## config.mk

```make
export PLATFORM = sky130hd
export DESIGN_NAME = bipz_blend
export DESIGN_NICKNAME = d
export VERILOG_FILES = /design/src/hdl/bipz_pkg.sv /design/src/hdl/bipz_blend.sv
export SDC_FILE = /design/constraint.sdc
export NUM_CORES = 1
export LEC_CHECK = 0
export BUFFER_PORTS_ARGS = -buffer_cell sky130_fd_sc_hd__buf_2
export CAP_MARGIN = 10
export CORE_MARGIN = 10
export CORE_UTILIZATION = 45
export DETAILED_ROUTE_END_ITERATION = 7
export GPL_TIMING_DRIVEN = 1
export REMOVE_ABC_BUFFERS = 1
export SLEW_MARGIN = 20
export SYNTH_ARGS = -nofsm -noshare
export SYNTH_HDL_FRONTEND = slang
export SYNTH_SLANG_ARGS = --single-unit
```

## constraint.sdc

```tcl
create_clock -name clk -period 3 [get_ports clk]
set_input_delay 0.3 -clock clk [delete_from_list [all_inputs] [get_ports clk]]
set_output_delay 0.3 -clock clk [all_outputs]
set_load 0.01 [all_outputs]
```

## src/hdl/bipz_pkg.sv

```systemverilog
// Shared constants and types of the periodic-z bilinear interpolation unit.
`default_nettype none

package bipz_pkg;

    // Grid geometry; both dimensions are powers of two, so x*GRID_Z+z is a concatenation.
    localparam int GRID_X      = 64;
    localparam int GRID_Z      = 64;
    localparam int SAMPLE_BITS = 16;
    localparam int FRAC_BITS   = 8;

    localparam int XW          = $clog2(GRID_X);
    localparam int ZW          = $clog2(GRID_Z);
    localparam int ADDR_W      = XW + ZW;
    localparam int STORE_DEPTH = GRID_X * GRID_Z;

    // Field widths of the channels
    localparam int LOAD_IDX_W  = 6;
    localparam int SAMPLE_IN_W = 16;
    localparam int POS_W       = 16;
    localparam int VALUE_W     = 16;

    localparam int IX_W        = POS_W - FRAC_BITS;
    localparam int FACT_W      = FRAC_BITS + 1;
    localparam int WGT_W       = 2 * FRAC_BITS + 1;
    localparam int PROD_W      = SAMPLE_BITS + WGT_W + 1;
    localparam int ACC_W       = PROD_W;
    localparam int ONE         = 1 << FRAC_BITS;
    localparam int HALF        = 1 << (2 * FRAC_BITS - 1);

    localparam int READS       = 4;
    localparam int CNT_W       = $clog2(READS);

    localparam int OUT_DEPTH   = 4;
    localparam int OPTR_W      = $clog2(OUT_DEPTH);
    localparam int OCNT_W      = $clog2(OUT_DEPTH + 1);

    // req_type codes
    localparam logic REQ_LOAD  = 1'b0;
    localparam logic REQ_QUERY = 1'b1;

    typedef enum logic [1:0] {
        OP_LOAD,
        OP_QUERY,
        OP_CLIP
    } op_t;

    // Flags that travel with one memory read through the blend pipeline
    typedef struct packed {
        logic valid;
        logic first;
        logic last;
        logic clip;
    } bipz_ctrl_t;

endpackage

`default_nettype wire

```

## src/hdl/bipz_blend.sv

```systemverilog
// Weight multiply, four-term accumulate and rounding of one interpolation.
`default_nettype none

module bipz_blend import bipz_pkg::*;
(
    input  wire logic                      clk,
    input  wire logic                      rst_n,
    input  wire bipz_ctrl_t                ctrl,
    input  wire logic [WGT_W-1:0]          weight,
    input  wire logic [SAMPLE_BITS-1:0]    rdata,
    output logic                           res_valid,
    output logic signed [VALUE_W-1:0]      res_value,
    output logic                           res_clip
);

    bipz_ctrl_t               ctrl2_reg;
    logic signed [PROD_W-1:0] prod_reg;
    logic signed [PROD_W-1:0] prod_next;
    logic signed [ACC_W-1:0]  acc_reg;
    logic signed [ACC_W-1:0]  sum_next;
    logic                     res_valid_reg;
    logic signed [VALUE_W-1:0] value_reg;
    logic                     clip_reg;

    assign prod_next = $signed(rdata) * $signed({1'b0, weight});

    // rounding offset enters with the first term
    assign sum_next = (ctrl2_reg.first ? ACC_W'(HALF) : acc_reg) + ACC_W'(prod_reg);

    always_ff @(posedge clk or negedge rst_n)
    begin
        if (!rst_n)
        begin
            ctrl2_reg     <= '0;
            res_valid_reg <= 1'b0;
        end
        else
        begin
            ctrl2_reg     <= ctrl;
            res_valid_reg <= ctrl2_reg.valid && ctrl2_reg.last;
        end
    end

    always_ff @(posedge clk)
    begin
        prod_reg <= prod_next;
        if (ctrl2_reg.valid)
        begin
            acc_reg <= sum_next;
        end
        if (ctrl2_reg.valid && ctrl2_reg.last)
        begin
            clip_reg  <= ctrl2_reg.clip;
            value_reg <= ctrl2_reg.clip ? '0 : VALUE_W'(sum_next >>> (2 * FRAC_BITS));
        end
    end

    assign res_valid = res_valid_reg;
    assign res_value = value_reg;
    assign res_clip  = clip_reg;

    // a clipped query never spans more than one slot
    a_clip_single: assert property (@(posedge clk) disable iff (!rst_n)
        ctrl2_reg.valid && ctrl2_reg.clip |-> ctrl2_reg.first && ctrl2_reg.last)
        else $error("clipped query spans several slots");

    a_result_pulse: assert property (@(posedge clk) disable iff (!rst_n)
        ctrl2_reg.valid && ctrl2_reg.last |=> res_valid)
        else $error("finished sum did not reach the result register");

    a_no_spurious: assert property (@(posedge clk) disable iff (!rst_n)
        res_valid |-> $past(ctrl2_reg.valid && ctrl2_reg.last))
        else $error("result without a finished sum");

endmodule

`default_nettype wire

```

==> flow_metrics.tcl, run 1 <==
set metrics [dict create \
    cts_tree "done" \
    path_clk_slew_ns 0.07 \
    clock-sinks 86 \
    vias_per_cell 5.07 \
    critPathLaunchType "input port" \
    final_hold_viol_count 0 \
    yosys_warnings 0 \
    max_stage_delay_ns 0.58 \
    drive_gt1_share_pct 29.3 \
    hold_path.class "input port to register" \
    top_usage_layer "met2" \
    crit_top_cell "fa_1" \
    num_vias 10747 \
    antenna_cells 0 \
    nFillCells 2551 \
    die_w_um 193 \
    placementRows 63 \
    worst_slew_pin_slew_ns 0.774 \
    ctsLongestPathBuffers 2 \
    ant_nets 0 \
    finalNonFillerCells 2119 \
    setup_slack_ns -2.18 \
    criticalPathCategory "input port to register" \
    worstPathArrival_ns 5.45 \
    synth_cell_type_count 63 \
    dp_hpwl_mm 27.5 \
    numCtsBuffers 9 \
    h-tree-depth 3 \
    setup_viol 28 \
    port_buffers 56 \
    drv_slew 0 \
    synth-seq-area-share_pct 16.6 \
    wl_per_cell_um 15.8 \
    status "finished with violations" \
    cpMaxStageDelayCell "fa_1" \
    maxCapViolCount 0 \
    ys_seq_elements 86 \
    fin_skew_ns 0.0103 \
    worst_skew_pair.late_latency_ns 0.35 \
    gr-total-overflow 0 \
    grt_setup_unrepaired "true" \
    violations "negative setup slack" \
    layout_min_cycle_time_ns 5.18 \
    synth_cells 1444 \
    critPathMaxFanout 5 \
    grt_pass1_wl_mm 55.5 \
    drc 0 \
    grt_max_degree 33 \
    synth_area_sq_um 13500 \
    initial_utilization_pct 45.5 \
    critical_path_required_ns 3.28 \
    path_cells "buf_8 > and2_4 > fa_1 > inv_2 > fa_1 > fa_1 > fa_1 > inv_1 > fa_1 > inv_2 > fa_1 > inv_2 > ha_4 > and3_4 > and3_4 > a2111oi_4 > nor3b_4 > o2111ai_2 > nand3_2 > a21boi_2 > xnor2_1" \
    dr.pass1.iters 5 \
    post-route-period-util_pct 173 \
    ctsRootBufferMaster "clkbuf_16" \
    met1_usage_pct 24.7 \
    ioPinCount 57 \
    grt.total_usage_pct 18.2 \
    drt_iter0_drc 510 \
    die-area_sq_um 37300 \
    grt_pass1_vias 11278 \
    fin_setup_tns_ns -45.51 \
    dp_cells 2059 \
    synthFlopType "edfxtp_1" \
    final_nets 2116 \
    met3_usage_pct 2.28 \
    die_h_um 193 \
    design.core.area_sq_um 29600 \
    end_kind "register" \
    slew_headroom_pct 48.4 \
    antenna_found_initial 1 \
    synth_edf_count 49 \
    drt-total-wl_mm 33.4 \
    area_growth_pct 29.9 \
    avgSynthCellArea_sq_um 9.34 \
    gp_congestion 0.965 \
    async_reset_ff_share_pct 5.81 \
    fmax_mhz 193 \
    met2_usage_pct 30.7 \
]
[cell type report]
class / instances / area, sq um / area share (%)
clock inverters: 7 / 78.8 / 0.450
repair buffers: 319 / 2620 / 15.0
flip-flops and latches: 86 / 2240 / 12.8
inverters: 257 / 965 / 5.51
well taps: 390 / 488 / 2.79
clock buffers: 9 / 225 / 1.29
multi-input cells: 1051 / 10900 / 62.2
[critical path: cells and delay by family]
| family | cells | cell delay, ns |
|---|---|---|
| simple gates | 5 | 0.70 |
| buf+inv | 5 | 0.28 |
| compound gates | 3 | 0.81 |
| fa+ha+maj | 7 | 3.23 |
| xor+xnor | 1 | 0.13 |
[cells by family after synthesis]
logic type	after synthesis	share of synthesized area (%)
and+or+nand+nor	452	16.9
adders and majority gates	353	44.4
buffers and inverters	307	8.57
AOI/OAI and AO/OA	188	9.65
DFF	86	16.6
xor gates and xnor gates	54	3.51
muxes	4	0.362
[stage by stage]
step	util (%)	area (sq um)	hold WS, ns	worst slack, ns
2_1_floorplan	-	13300	0.00441	-2.44
3_3_place_gp	53.1	15700	0.114	-2.82
3_5_place_dp	53.1	15700	0.116	-2.90
4_1_cts	57.0	16900	0.0478	-2.17
5_1_grt	59.1	17500	0.0421	-2.34
6_report	59.1	17500	0.0575	-2.18
[synthesized netlist by cell type (2+ instances only)]
| master | number | share of area (%) |
|---|---|---|
| a211o_1 | 4 | 0.26 |
| a211oi_1 | 11 | 0.61 |
| a21boi_1 | 2 | 0.11 |
| a21o_1 | 34 | 1.9 |
| a21oi_1 | 52 | 1.9 |
| a21oi_2 | 2 | 0.13 |
| a31oi_1 | 7 | 0.32 |
| and2_1 | 135 | 6.3 |
| and3_1 | 3 | 0.14 |
| buf_2 | 2 | 0.074 |
| clkbuf_1 | 48 | 1.3 |
| dfrtp_1 | 5 | 0.93 |
| dfxtp_1 | 32 | 4.8 |
| edfxtp_1 | 49 | 11 |
| fa_1 | 209 | 31 |
| ha_1 | 144 | 13 |
| inv_1 | 257 | 7.2 |
| mux2_2 | 2 | 0.17 |
| nand2_1 | 158 | 4.4 |
| nand2b_1 | 13 | 0.60 |
| nand3_1 | 13 | 0.48 |
| nand4_1 | 4 | 0.19 |
| nor2_1 | 55 | 1.5 |
| nor2b_1 | 45 | 2.1 |
| nor3_1 | 12 | 0.45 |
| nor4_1 | 3 | 0.14 |
| o211a_1 | 2 | 0.15 |
| o211ai_1 | 7 | 0.39 |
| o21a_1 | 9 | 0.50 |
| o21ai_0 | 21 | 0.78 |
| o21ai_1 | 6 | 0.22 |
| o21bai_1 | 8 | 0.45 |
| o311ai_1 | 2 | 0.13 |
| o31ai_1 | 3 | 0.17 |
| or2_2 | 3 | 0.14 |
| or3_1 | 3 | 0.14 |
| xnor2_1 | 39 | 2.5 |
| xor2_1 | 15 | 0.97 |
[repair_timing]
| item | CTS | global route |
|---|---|---|
| gates resized for setup | 165 | 110 |
| cloned | 1 | 0 |
| endpoints found under the hold margin | 5 | 0 |
| setup endpoints to repair | 47 | 46 |
| setup buffers | 22 | 22 |
| pin swaps | 89 | 104 |
| hold buffers | 1 | 0 |
[cells in the final DEF (no fill, tap or decap), types with 14 or more instances in the layout]
| master | Yosys | layout |
|---|---|---|
| buf_6 | 0 | 47 |
| ha_1 | 144 | 117 |
| a21oi_1 | 52 | 28 |
| dfxtp_1 | 32 | 32 |
| a21oi_2 | 2 | 23 |
| and2_4 | 0 | 15 |
| fa_1 | 209 | 205 |
| buf_4 | 0 | 218 |
| xor2_1 | 15 | 14 |
| xnor2_1 | 39 | 36 |
| ha_4 | 0 | 20 |
| nor2_1 | 55 | 44 |
| a21o_1 | 34 | 34 |
| inv_1 | 257 | 239 |
| edfxtp_1 | 49 | 49 |
| buf_2 | 2 | 36 |
| and2_1 | 135 | 120 |
| nand2_1 | 158 | 152 |
| inv_2 | 0 | 18 |
| nor2b_1 | 45 | 37 |
[routing by layer]
metal,vias up,wire [um]
met1,5366,15400
li1,5126,-
met5,-,10
met4,2,418
met2,213,16100
met3,40,1480
[path summary, 6_finish.rpt]
check | depth (start not counted) | from | slack (ns) | endpoint
min in group asynchronous | 2 | rst_n | 0.29 | ctrl2_reg[1]
setup reg to reg | 12 | ctrl2_reg[2] | -0.04 | res_value[14]
max in group asynchronous | 2 | rst_n | 2.57 | ctrl2_reg[2]
hold reg to reg | 1 | prod_reg[0] | 0.57 | acc_reg[0]
hold / removal | 1 | ctrl[1] | 0.06 | ctrl2_reg[1]
setup / recovery | 21 | weight[5] | -2.18 | prod_reg[30]
Power of run 1 is left out: the tool's default activity adds up to more than one toggle a clock period on the data nets, which glitch-free logic cannot reach.
==> run 2: changes to the inputs <==
--- a/config.mk
+++ b/config.mk
@@ -11,7 +11,9 @@
 export CORE_UTILIZATION = 45
 export DETAILED_ROUTE_END_ITERATION = 7
 export GPL_TIMING_DRIVEN = 1
+export RECOVER_POWER = 100
 export REMOVE_ABC_BUFFERS = 1
+export SETUP_SLACK_MARGIN = 0.15
 export SLEW_MARGIN = 20
 export SYNTH_ARGS = -nofsm -noshare
 export SYNTH_HDL_FRONTEND = slang
==> flow_metrics.tcl, run 2 (synthesis gave the netlist of run 1 again) <==
set metrics [dict create \
    layout_common_cells "inv_1 (239), buf_4 (215), fa_1 (204)" \
    setup_slack_ns -2.16 \
    finalInstanceArea_sq_um 17600 \
    maxCapViolCount 1 \
    rr_worst_depth 11 \
    critPathLaunchType "input port" \
    layout_commonest_cell "inv_1" \
    drc 0 \
    cpLargestDelayFamily "adder cells" \
    crit_top_cell "fa_1" \
    die-area_sq_um 37300 \
    worstReg2RegEnd "res_value[14]" \
    gp_congestion 0.965 \
    post-route-period-util_pct 172 \
    port_buffers 56 \
    drt-total-wl_mm 33.6 \
    fin_setup_tns_ns -50.98 \
    h-tree-depth 3 \
    setup_viol 54 \
    postPlaceCellArea_sq_um 15700 \
    cpMaxStageDelayCell "fa_1" \
    critical_path_required_ns 3.27 \
    max_stage_delay_ns 0.58 \
    cts_tree "done" \
    grt_pass1_vias 11414 \
    grt_max_degree 33 \
    drt_iter0_drc 466 \
    gr-total-overflow 0 \
    antenna_cells 0 \
    design.core.area_sq_um 29600 \
    hold_path.class "input port to register" \
    rrSetupSlack_ns -0.44 \
    path_clk_slew_ns 0.07 \
    slew_headroom_pct -36.5 \
    layout_min_cycle_time_ns 5.16 \
    ctsRootBufferMaster "clkbuf_16" \
    dp_hpwl_mm 27.5 \
    ioPinCount 57 \
    path_cells "buf_8 > and2_4 > fa_1 > inv_2 > fa_1 > fa_1 > fa_1 > inv_1 > fa_1 > inv_2 > fa_1 > inv_2 > ha_4 > and3_4 > and3_4 > a2111oi_4 > nor3b_4 > o2111ai_2 > nand3_2 > a21boi_2 > xnor2_1" \
    worstPathArrival_ns 5.43 \
    numCtsBuffers 9 \
    grt_setup_unrepaired "true" \
    num_vias 10704 \
    clock-sinks 86 \
    wl_per_cell_um 15.8 \
    end_kind "register" \
    initial_utilization_pct 45.5 \
    min_from "ctrl[1]" \
    die_h_um 193 \
    fin_skew_ns 0.00860 \
    placementRows 63 \
    final_nets 2116 \
    critPathMaxFanout 5 \
    worst_skew_pair.late_latency_ns 0.34 \
    worst_slew_pin_slew_ns 2.05 \
    criticalPathCategory "input port to register" \
    hold_path_end "ctrl2_reg[1]" \
    grt_pass1_wl_mm 56.0 \
    cp_num_cells 21 \
    nFillCells 2554 \
    ctsLongestPathBuffers 2 \
    dr.pass1.iters 5 \
    r2r-start "ctrl2_reg[2]" \
    worstHoldPathCells 1 \
    vias_per_cell 5.05 \
    grt.total_usage_pct 18.3 \
    die_w_um 193 \
    violations "max-capacitance violations, max-slew violations, negative setup slack" \
    drv_slew 33 \
    antenna_found_initial 1 \
    cp_num_buf_inv 5 \
    fmax_mhz 194 \
    utilization_pct 59.3 \
    ant_nets 0 \
    drive_gt1_share_pct 28.7 \
    area_growth_pct 30.4 \
    final_hold_viol_count 0 \
    status "finished with violations" \
]
-- run 2: changes by cell type in the layout (fill, tap and decap cells not counted), moves of 3 or more --
cell	change
buf_2	-19
nor3_1	-4
and2_0	+3
clkbuf_1	+23
and2_1	-3
a21oi_1	-3
ha_4	+4
nor3_2	+4
buf_4	-3
buf_6	-3
-- run 2: metal layers --
metal  share of wire, %  global-route usage [%]  vias up
met2                 48                    30.9      225
met3                4.5                    2.39       38
met1                 46                    24.7     5311
li1                   -                       -     5128
met5              0.030                       0        -
met4                1.3                    4.05        2
-- run 2: stage by stage --
stage / setup WS (ns) / hold slack, ns / cells
floorplan: -2.44 / 0.00441 / 1394
global placement: -2.82 / 0.114 / 2059
detailed placement: -2.90 / 0.116 / 2059
CTS: -2.17 / 0.0478 / 2101
global route: -2.34 / 0.0421 / 2119
finish: -2.16 / 0.0612 / 2119
-- run 2: worst max-delay path by stage --
stage / startpoint / end
after floorplan: weight[7] / prod_reg[30]
after global placement: weight[7] / prod_reg[30]
after detailed placement: weight[7] / prod_reg[30]
after CTS: weight[3] / prod_reg[31]
after global routing: weight[12] / prod_reg[31]
final: weight[5] / prod_reg[30]
-- run 2: area by class of cell --
cell class / instances / area, sq um / share of cell area [%]
multi-input cells: 1051 / 11000 / 62.6
clock inverters: 7 / 78.8 / 0.448
clock buffers: 9 / 225 / 1.28
flip-flops and latches: 86 / 2240 / 12.7
well taps: 390 / 488 / 2.78
repair buffers: 319 / 2580 / 14.7
inverters: 257 / 965 / 5.49
-- run 2: timing repair --
| item | 4_1_cts | 5_1_grt |
|---|---|---|
| cloned | 1 | 0 |
| hold buffers | 1 | 0 |
| setup endpoints to repair | 55 | 54 |
| pin swaps | 99 | 82 |
| gates resized for setup | 183 | 122 |
| buffers inserted | 24 | 18 |
| endpoints found under the hold margin | 5 | 0 |
-- run 2: worst register-to-register path: stages (launching register included) --
cell and delay, ns:
dfrtp_1 0.59, clkbuf_1 0.32, nand2b_1 0.20, fa_1 0.26, nor2b_4 0.06, o31a_4 0.27
o311ai_1 0.46, a21oi_2 0.15, o21ai_2 0.20, o211a_1 0.24, o221ai_2 0.14, mux2_4 0.31
Power of run 2 is left out for the same reason.
